--- config.mk ---
export PLATFORM = sky130hd
export DESIGN_NAME = first_fit_segment_allocator_core_flat
export DESIGN_NICKNAME = d
export VERILOG_FILES = /design/src/hdl/ffsa_pkg.sv /design/src/hdl/ffsa_ifs.sv /design/src/hdl/ffsa_ram.sv /design/src/hdl/ffsa_seq.sv /design/src/hdl/first_fit_segment_allocator_core.sv /design/src/flat_wrapper.sv
export SDC_FILE = /design/constraint.sdc
export NUM_CORES = 1
export LEC_CHECK = 0
export CAP_MARGIN = 10
export CORE_ASPECT_RATIO = 1.75
export CORE_MARGIN = 2
export CORE_UTILIZATION = 40
export CTS_BUF_LIST = sky130_fd_sc_hd__clkbuf_8
export CTS_CLUSTER_DIAMETER = 120
export DETAILED_ROUTE_END_ITERATION = 7
export DONT_BUFFER_PORTS = 1
export PLACE_DENSITY = 0.51
export REMOVE_ABC_BUFFERS = 1
export SYNTH_ARGS = -nofsm -noshare
export SYNTH_HDL_FRONTEND = slang
export SYNTH_SLANG_ARGS = --single-unit
export TNS_END_PERCENT = 50
--- constraint.sdc ---
create_clock -name clk -period 11.1 [get_ports clk]
set_clock_uncertainty 0.15 [all_clocks]
set_input_delay 3.33 -clock clk [delete_from_list [all_inputs] [get_ports clk]]
set_output_delay 3.33 -clock clk [all_outputs]
set_load 0.01 [all_outputs]
--- src/hdl/ffsa_pkg.sv ---
// Shared types and constants of the first-fit segment allocator.
package ffsa_pkg;

	localparam int MAX_SEGMENTS = 16;
	localparam int ADDR_BITS    = 16;
	localparam int IDX_W        = $clog2(MAX_SEGMENTS);
	localparam int CNT_W        = $clog2(MAX_SEGMENTS + 1);
	localparam logic [15:0] TOTAL_SIZE_RESET = 16'd1024;

	typedef enum logic [0:0] {
		OP_ALLOC = 1'b0,
		OP_FREE  = 1'b1
	} op_t;

	typedef enum logic [2:0] {
		ST_OK    = 3'd0,
		ST_NOFIT = 3'd1,
		ST_FULL  = 3'd2,
		ST_NOID  = 3'd3,
		ST_ZERO  = 3'd4
	} status_t;

	typedef struct packed {
		logic                 busy;
		logic [7:0]           owner;
		logic [ADDR_BITS-1:0] length;
		logic [ADDR_BITS-1:0] start;
	} seg_t;

	typedef struct packed {
		logic       valid;
		status_t    status;
		logic [15:0] addr;
	} result_t;

endpackage

--- src/hdl/ffsa_ifs.sv ---
// Handshake interfaces for the request, response and configuration channels.
interface ffsa_req_if;
	logic        valid;
	logic        ready;
	logic [0:0]  op;
	logic [7:0]  owner_id;
	logic [15:0] req_size;
	modport source (output valid, op, owner_id, req_size, input ready);
	modport sink (input valid, op, owner_id, req_size, output ready);
endinterface

interface ffsa_rsp_if;
	logic        valid;
	logic        ready;
	logic [2:0]  status;
	logic [15:0] start_addr;
	modport source (output valid, status, start_addr, input ready);
	modport sink (input valid, status, start_addr, output ready);
endinterface

interface ffsa_cfg_if;
	logic        valid;
	logic        ready;
	logic [15:0] total_size;
	modport source (output valid, total_size, input ready);
	modport sink (input valid, total_size, output ready);
endinterface

--- src/hdl/ffsa_ram.sv ---
// Generic single-write, single-read RAM with registered read data.
module ffsa_ram #(
	parameter int WIDTH = 8,
	parameter int DEPTH = 16
) (
	input  logic                     clk,
	input  logic                     we,
	input  logic [$clog2(DEPTH)-1:0] waddr,
	input  logic [WIDTH-1:0]         wdata,
	input  logic                     re,
	input  logic [$clog2(DEPTH)-1:0] raddr,
	output logic [WIDTH-1:0]         rdata
);
	logic [WIDTH-1:0] mem [DEPTH];

	always_ff @(posedge clk) begin
		if (we) begin
			mem[waddr] <= wdata;
		end
		if (re) begin
			rdata <= mem[raddr];
		end
	end
endmodule

--- src/hdl/ffsa_seq.sv ---
// Table sequencer: scans, splits, shifts and compacts the segment table in RAM.
module ffsa_seq (
	input  logic                  clk,
	input  logic                  arst_n,
	input  logic                  init,
	input  logic [15:0]           total_size,
	input  logic                  start,
	input  logic [0:0]            op,
	input  logic [7:0]            owner_id,
	input  logic [15:0]           req_size,
	output logic                  idle,
	output ffsa_pkg::result_t     res,
	input  logic                  res_take
);
	import ffsa_pkg::*;

	typedef enum logic [11:0] {
		S_INIT  = 12'b0000_0000_0001,
		S_IDLE  = 12'b0000_0000_0010,
		S_A_RD  = 12'b0000_0000_0100,
		S_A_CHK = 12'b0000_0000_1000,
		S_SH_RD = 12'b0000_0001_0000,
		S_SH_WR = 12'b0000_0010_0000,
		S_SP_HI = 12'b0000_0100_0000,
		S_SP_LO = 12'b0000_1000_0000,
		S_F_RD  = 12'b0001_0000_0000,
		S_F_CHK = 12'b0010_0000_0000,
		S_F_FL  = 12'b0100_0000_0000,
		S_DONE  = 12'b1000_0000_0000
	} state_t;

	state_t               state_q;
	logic [IDX_W-1:0]     i_q;
	logic [IDX_W-1:0]     w_q;
	logic [CNT_W-1:0]     k_q;
	logic [CNT_W-1:0]     cnt_q;
	seg_t                 ent_q;
	seg_t                 acc_q;
	logic                 acc_v_q;
	logic                 found_q;
	logic [7:0]           id_q;
	logic [ADDR_BITS-1:0] req_q;
	status_t              status_q;
	logic [15:0]          addr_q;

	logic                 we;
	logic [IDX_W-1:0]     waddr;
	seg_t                 wdata;
	logic                 re;
	logic [IDX_W-1:0]     raddr;
	seg_t                 rd_e;
	seg_t                 d_free;
	logic                 hit;
	logic                 merge;
	logic                 fit;
	logic                 exact;
	logic                 last;

	ffsa_ram #(
		.WIDTH($bits(seg_t)),
		.DEPTH(MAX_SEGMENTS)
	) u_ram (
		.clk  (clk),
		.we   (we),
		.waddr(waddr),
		.wdata(wdata),
		.re   (re),
		.raddr(raddr),
		.rdata(rd_e)
	);

	always_comb begin
		hit    = rd_e.busy && (rd_e.owner == id_q);
		d_free = rd_e;
		if (hit) begin
			d_free.busy  = 1'b0;
			d_free.owner = 8'd0;
		end
		merge = acc_v_q && !acc_q.busy && !d_free.busy;
		fit   = !rd_e.busy && (rd_e.length >= req_q);
		exact = rd_e.length == req_q;
		last  = ({1'b0, i_q} == (cnt_q - CNT_W'(1)));
	end

	always_comb begin
		re    = 1'b0;
		raddr = i_q;
		we    = 1'b0;
		waddr = i_q;
		wdata = ent_q;
		unique case (state_q)
			S_INIT: begin
				we    = 1'b1;
				waddr = '0;
				wdata = '{busy: 1'b0, owner: 8'd0,
					length: ADDR_BITS'(total_size), start: '0};
			end
			S_A_RD, S_F_RD: begin
				re = 1'b1;
			end
			S_A_CHK: begin
				if (fit && exact) begin
					we    = 1'b1;
					wdata = '{busy: 1'b1, owner: id_q, length: rd_e.length,
						start: rd_e.start};
				end
			end
			S_SH_RD: begin
				re    = 1'b1;
				raddr = IDX_W'(k_q - CNT_W'(1));
			end
			S_SH_WR: begin
				we    = 1'b1;
				waddr = k_q[IDX_W-1:0];
				wdata = rd_e;
			end
			S_SP_HI: begin
				we    = 1'b1;
				waddr = i_q + IDX_W'(1);
				wdata = '{busy: 1'b0, owner: 8'd0, length: ent_q.length - req_q,
					start: ent_q.start + req_q};
			end
			S_SP_LO: begin
				we    = 1'b1;
				wdata = '{busy: 1'b1, owner: id_q, length: req_q, start: ent_q.start};
			end
			S_F_CHK: begin
				if (acc_v_q && !merge) begin
					we    = 1'b1;
					waddr = w_q;
					wdata = acc_q;
				end
			end
			S_F_FL: begin
				we    = 1'b1;
				waddr = w_q;
				wdata = acc_q;
			end
			S_IDLE, S_DONE: begin
			end
			default: begin
			end
		endcase
	end

	always_ff @(posedge clk or negedge arst_n) begin
		if (!arst_n) begin
			state_q <= S_INIT;
			cnt_q   <= CNT_W'(1);
			i_q     <= '0;
			w_q     <= '0;
			k_q     <= '0;
			acc_v_q <= 1'b0;
			found_q <= 1'b0;
		end else begin
			unique case (state_q)
				S_INIT: begin
					cnt_q   <= CNT_W'(1);
					state_q <= S_IDLE;
				end
				S_IDLE: begin
					if (init) begin
						state_q <= S_INIT;
					end else if (start) begin
						id_q    <= owner_id;
						req_q   <= ADDR_BITS'(req_size);
						i_q     <= '0;
						w_q     <= '0;
						acc_v_q <= 1'b0;
						found_q <= 1'b0;
						addr_q  <= '0;
						if (op == OP_FREE) begin
							state_q <= S_F_RD;
						end else if (req_size == 16'd0) begin
							status_q <= ST_ZERO;
							state_q  <= S_DONE;
						end else begin
							state_q <= S_A_RD;
						end
					end
				end
				S_A_RD: begin
					state_q <= S_A_CHK;
				end
				S_A_CHK: begin
					if (fit) begin
						if (exact) begin
							status_q <= ST_OK;
							addr_q   <= 16'(rd_e.start);
							state_q  <= S_DONE;
						end else if (cnt_q >= CNT_W'(MAX_SEGMENTS)) begin
							status_q <= ST_FULL;
							state_q  <= S_DONE;
						end else begin
							ent_q <= rd_e;
							k_q   <= cnt_q;
							if (cnt_q == ({1'b0, i_q} + CNT_W'(1))) begin
								state_q <= S_SP_HI;
							end else begin
								state_q <= S_SH_RD;
							end
						end
					end else if (last) begin
						status_q <= ST_NOFIT;
						state_q  <= S_DONE;
					end else begin
						i_q     <= i_q + IDX_W'(1);
						state_q <= S_A_RD;
					end
				end
				S_SH_RD: begin
					state_q <= S_SH_WR;
				end
				S_SH_WR: begin
					// advance downward; stop once the slot above the split is open
					k_q <= k_q - CNT_W'(1);
					if ((k_q - CNT_W'(1)) == ({1'b0, i_q} + CNT_W'(1))) begin
						state_q <= S_SP_HI;
					end else begin
						state_q <= S_SH_RD;
					end
				end
				S_SP_HI: begin
					state_q <= S_SP_LO;
				end
				S_SP_LO: begin
					cnt_q    <= cnt_q + CNT_W'(1);
					status_q <= ST_OK;
					addr_q   <= 16'(ent_q.start);
					state_q  <= S_DONE;
				end
				S_F_RD: begin
					state_q <= S_F_CHK;
				end
				S_F_CHK: begin
					if (hit) begin
						found_q <= 1'b1;
					end
					if (merge) begin
						acc_q.length <= acc_q.length + d_free.length;
					end else begin
						if (acc_v_q) begin
							w_q <= w_q + IDX_W'(1);
						end
						acc_q   <= d_free;
						acc_v_q <= 1'b1;
					end
					if (last) begin
						state_q <= S_F_FL;
					end else begin
						i_q     <= i_q + IDX_W'(1);
						state_q <= S_F_RD;
					end
				end
				S_F_FL: begin
					cnt_q    <= {1'b0, w_q} + CNT_W'(1);
					status_q <= found_q ? ST_OK : ST_NOID;
					state_q  <= S_DONE;
				end
				S_DONE: begin
					if (res_take) begin
						state_q <= S_IDLE;
					end
				end
				default: begin
					state_q <= S_IDLE;
				end
			endcase
		end
	end

	assign idle       = (state_q == S_IDLE);
	assign res.valid  = (state_q == S_DONE);
	assign res.status = status_q;
	assign res.addr   = addr_q;
endmodule

--- src/hdl/first_fit_segment_allocator_core.sv ---
// Top level of the first-fit segment allocator: channels, size register, result register.
// Operation: an allocate reads and checks table entries in order up to the first fit;
//   on a split it moves the later entries up, writes both halves and posts the result;
//   a zero-size allocate skips the scan. A free reads and compacts every entry.
// Throughput: one transaction at a time; after the result moves to the output register
//   the sequencer returns to idle and accepts the next request unless a configuration
//   write is offered. Reset: total_size returns to 1024 and one free segment is rebuilt.
module first_fit_segment_allocator_core (
	input logic         clk,
	input logic         arst_n,
	ffsa_cfg_if.sink    cfg,
	ffsa_req_if.sink    req,
	ffsa_rsp_if.source  rsp
);
	import ffsa_pkg::*;

	logic [15:0] total_size_q;
	logic        out_valid_q;
	status_t     out_status_q;
	logic [15:0] out_addr_q;

	logic        seq_idle;
	result_t     seq_res;
	logic        res_take;
	logic        cfg_fire;
	logic        req_fire;

	// Configuration and new requests both wait for an idle sequencer.
	assign cfg.ready = seq_idle;
	assign cfg_fire  = cfg.valid && cfg.ready;

	// Hold requests off while a configuration write is offered so the table
	// rebuild always wins.
	assign req.ready = seq_idle && !cfg.valid;
	assign req_fire  = req.valid && req.ready;

	// Move a finished result into the output register when it is empty or draining.
	assign res_take = seq_res.valid && (!out_valid_q || rsp.ready);

	ffsa_seq u_seq (
		.clk       (clk),
		.arst_n    (arst_n),
		.init      (cfg_fire),
		.total_size(total_size_q),
		.start     (req_fire),
		.op        (req.op),
		.owner_id  (req.owner_id),
		.req_size  (req.req_size),
		.idle      (seq_idle),
		.res       (seq_res),
		.res_take  (res_take)
	);

	always_ff @(posedge clk or negedge arst_n) begin
		if (!arst_n) begin
			total_size_q <= TOTAL_SIZE_RESET;
		end else if (cfg_fire) begin
			total_size_q <= cfg.total_size;
		end
	end

	always_ff @(posedge clk or negedge arst_n) begin
		if (!arst_n) begin
			out_valid_q <= 1'b0;
		end else if (res_take) begin
			out_valid_q <= 1'b1;
		end else if (rsp.ready) begin
			out_valid_q <= 1'b0;
		end
	end

	always_ff @(posedge clk) begin
		if (res_take) begin
			out_status_q <= seq_res.status;
			out_addr_q   <= seq_res.addr;
		end
	end

	assign rsp.valid      = out_valid_q;
	assign rsp.status     = out_status_q;
	assign rsp.start_addr = out_addr_q;
endmodule
--- src/flat_wrapper.sv ---
// flat-port wrapper written by rule: the top's interface ports become plain ports
module first_fit_segment_allocator_core_flat import ffsa_pkg::*;
  (clk, arst_n, cfg_valid, cfg_total_size, cfg_ready, req_valid, req_op, req_owner_id, req_req_size, req_ready, rsp_valid, rsp_status, rsp_start_addr, rsp_ready);
  ffsa_cfg_if cfg_i ();
  ffsa_req_if req_i ();
  ffsa_rsp_if rsp_i ();
  input logic clk;
  input logic arst_n;
  input wire logic [$bits(cfg_i.valid)-1:0] cfg_valid;
  input wire logic [$bits(cfg_i.total_size)-1:0] cfg_total_size;
  output wire logic [$bits(cfg_i.ready)-1:0] cfg_ready;
  input wire logic [$bits(req_i.valid)-1:0] req_valid;
  input wire logic [$bits(req_i.op)-1:0] req_op;
  input wire logic [$bits(req_i.owner_id)-1:0] req_owner_id;
  input wire logic [$bits(req_i.req_size)-1:0] req_req_size;
  output wire logic [$bits(req_i.ready)-1:0] req_ready;
  output wire logic [$bits(rsp_i.valid)-1:0] rsp_valid;
  output wire logic [$bits(rsp_i.status)-1:0] rsp_status;
  output wire logic [$bits(rsp_i.start_addr)-1:0] rsp_start_addr;
  input wire logic [$bits(rsp_i.ready)-1:0] rsp_ready;
  assign cfg_i.valid = cfg_valid;
  assign cfg_i.total_size = cfg_total_size;
  assign cfg_ready = cfg_i.ready;
  assign req_i.valid = req_valid;
  assign req_i.op = req_op;
  assign req_i.owner_id = req_owner_id;
  assign req_i.req_size = req_req_size;
  assign req_ready = req_i.ready;
  assign rsp_valid = rsp_i.valid;
  assign rsp_status = rsp_i.status;
  assign rsp_start_addr = rsp_i.start_addr;
  assign rsp_i.ready = rsp_ready;
  first_fit_segment_allocator_core u_core (.clk(clk), .arst_n(arst_n), .cfg(cfg_i), .req(req_i), .rsp(rsp_i));
endmodule
==> results.md <==
* Setup bufs post-CTS at 0
* Path type of the worst min-delay path: register to register
* Area leader, netlist: edfxtp_1
* Initial antenna violation count at 9
* Starting Density at 40.4%
* Placed Cells at 4138
* Leak pwr at 15.4 nW
* DR iter-0 viols at 2037
* Post-synthesis sequential area ratio at 68.7%
* Slew at the pin with the worst max-slew slack at 1.19 ns
* Period utilization at 63.5%
* WS Path Type: input port to output port
* Synth Warn # at 0
* Crit path max-delay family: simple AND/OR/NAND/NOR gates
* Number of synthesized register bits at 890
* Maximum clock rate at 0.142 GHz
* Grt ovf at 0
* Worst Path Required at 7.62 ns
* Fin crit period at 7.05 ns
* RSZ-0062 raised after global routing: no
* Routed length per placed instance at 25.8 µm
* CP max stage delay at 0.14 ns
* Top cell type's share of synthesized area at 65.5%
* Worst slew margin at 20.9%
* Area growth from synthesis to layout at 10.3%
* FFs w/ async S/R, synth at 5.51%
* Synthesized instance count at 3025
* Buffers on Ports at 0
* Critical Path Sink Type: output port
* Share of cells above drive strength 1 at 10.1%
* First-pass GRT wire length at 165000 µm
* Clk root buf: clkbuf_8
* Routed vias at 25100
* Die Wd at 239 µm
* Worst-path clk slew at 0.06 ns
* Multi-input logic area at 11400 µm²
* Worst setup startpoint: cfg_valid
* Synth top area cells: edfxtp_1 65%, nand2_1 7.0%, dfrtp_1 3.0%, a21oi_1 2.9%, ha_1 2.2%
* Max-slew violations at 0
* Site Rows at 150
* Max cap viols at 0
* Outcome: finished, final reports clean
* Min-delay src: u_core.u_seq.addr_q[13]
* R2r startpoint: u_core.u_seq.u_ram.rdata[39]
* Number of synthesized flops with an enable pin at 841
* Synth unique cells at 89
* # DRC at 0
* CP Data Arrival Time at 3.57 ns
* Final Instance Count excl. Fillers at 4380
* Drt first pass iters at 6
* Ports at 68
* Slowest CP cell: nand2b_4
* Vias in the first global route at 25700
* Fillcell total at 8619
* CTS tree: yes
* Storage cell area at 26500 µm²
* CTS Sinks at 890
* Setup_tns at 0 ns
* CTS buffer count at 136
* CTS Hold Buffers Added at 0
* ANT nets after route at 0
* Largest net degree at the start of global routing at 210
* Vias/cell at 5.73
* Skew-Pair Late Insertion Delay at 0.82 ns
* Max FO, Critical Path at 5
* Count of final setup violators at 0
* CTS resizes at 0
* RePlAce Congestion at 0.895
* Chip Height at 415 µm
* Core area at 95500 µm²
* Ys flop type: edfxtp_1
* Gr usage total at 22.8%
* DIE AREA at 99000 µm²
* CP bufs+invs at 1
* Syn Area/Cell at 12.7 µm²
* Hold Vio Cnt, Final at 0
* CP cell instances: nand2b_4, clkinv_2
* H-tree level count at 4
* VDD IR-drop max at 0.110 mV
* Total wire length at 113000 µm
* P per Cell Area at 180 nW/µm²
* Cell Area, Synth at 38600 µm²
* CTS Buffer Depth at 3
* Final net count at 3177
* Critical Path Start Type: input port
* Dpl hpwl at 65200 µm
worst paths after layout:
| kind | end | cells after the start | slack (ns) |
|---|---|---|---|
| setup / recovery | req_ready | 2 | 4.05 |
| hold / removal | u_core.rsp.start_addr[13] | 0 | 0.25 |
| setup reg to reg | u_core.u_seq.u_ram.mem[5][21] | 11 | 5.93 |
| hold reg to reg | u_core.rsp.start_addr[13] | 0 | 0.25 |
| max in group asynchronous | u_core.total_size_q[10] | 0 | 8.50 |
| min in group asynchronous | u_core.rsp.valid | 0 | 2.05 |
metrics by stage:
stage | hold WS [ns] | area [µm²] | setup WS (ns) | util [%] | power, mW
final | 0.253 | 42500 | 4.05 | 44.5 | 7.65
after global placement | 0.259 | 40000 | 4.06 | 41.9 | 5.09
after floorplan | 0.250 | 37800 | 0.241 | - | 4.80
after CTS | 0.262 | 42500 | 4.06 | 44.5 | 7.72
after detailed placement | 0.255 | 40000 | 4.06 | 41.9 | 5.12
after global routing | 0.277 | 42500 | 4.04 | 44.5 | 7.96
cell usage in the layout, fill, tap and decap left out, drive strengths merged, types with 36 or more instances in the layout:
cell type / Yosys / layout
edfxtp: 841 / 841
nand2: 719 / 719
a21oi: 225 / 225
nand3: 168 / 168
clkbuf: 70 / 147
o21ai: 142 / 142
nor2: 76 / 76
mux2i: 75 / 75
inv: 45 / 75
ha: 67 / 67
clkinv: 3 / 58
buf: 85 / 53
dfrtp: 46 / 46
xnor2: 38 / 38
a221oi: 36 / 36
layout make-up:
class	count	share of cell area, %
tap	1216	3.58
sequential	890	62.3
timing repair buffer	53	1.03
multi-input combinational	1932	26.8
clock buffer	147	4.76
antenna	1	0.00588
clock inverter	93	1.16
inverter	48	0.430
routing by layer:
metal | wire length [µm] | vias to the layer above | share of wire, % | track usage, %
met2 | 57200 | 839 | 51 | 39.8
met4 | 6170 | 10 | 5.5 | 12.3
li1 | - | 11400 | - | -
met1 | 43300 | 12600 | 38 | 26.2
met3 | 6110 | 274 | 5.4 | 4.52
met5 | 69 | - | 0.061 | 0
synth_stat cells (all sizes together), types with 9 or more instances:
library cell and instances:
edfxtp 841, xnor2 38, nor2 76, a32oi 16, buf 85, nand2b 12, ha 67, dfrtp 46
nand2 719, a221oi 36, nand3 168, a22o 15, nor2b 16, xor2 23, mux2i 75, nand4 30
nor3b 9, a21oi 225, o31ai 29, o21a 15, or3 10, a21o 22, a222oi 32, and2 16
inv 45, clkbuf 70, o21ai 142, nor3 19
state kept, by name (all words and copies together) (netlist names), 3 cells and up:
signal	count
u_core.u_seq.u_ram.mem	656
u_core.u_seq.acc_q	41
u_core.u_seq.ent_q	41
u_core.u_seq.u_ram.rdata	41
u_core.rsp.start_addr	16
u_core.total_size_q	16
u_core.u_seq.addr_q	16
u_core.u_seq.req_q	16
u_core.u_seq.state_q	12
u_core.u_seq.id_q	8
u_core.u_seq.cnt_q	5
u_core.u_seq.k_q	5
u_core.u_seq.i_q	4
u_core.u_seq.w_q	4
u_core.rsp.status	3
u_core.u_seq.status_q	3
where the power goes:
part	switching, mW	leakage [nW]	internal, mW
clock	1.29	1.40	1.29
sequential	0.101	8.24	3.97
combinational	0.712	5.77	0.281
kinds of logic (layout without fill, tap and decap cells):
kind of cell | Yosys count | after routing | synth area share (%)
xor+xnor | 61 | 61 | 1.39
fa+ha+maj | 70 | 70 | 2.33
flops | 890 | 890 | 68.7
compound gates | 611 | 611 | 10.5
mux | 78 | 78 | 2.08
other cells | 0 | 1 | 0
buf+inv | 203 | 341 | 2.35
simple gates | 1112 | 1112 | 12.7
No activity file was read; power rests on OpenSTA's default activity.
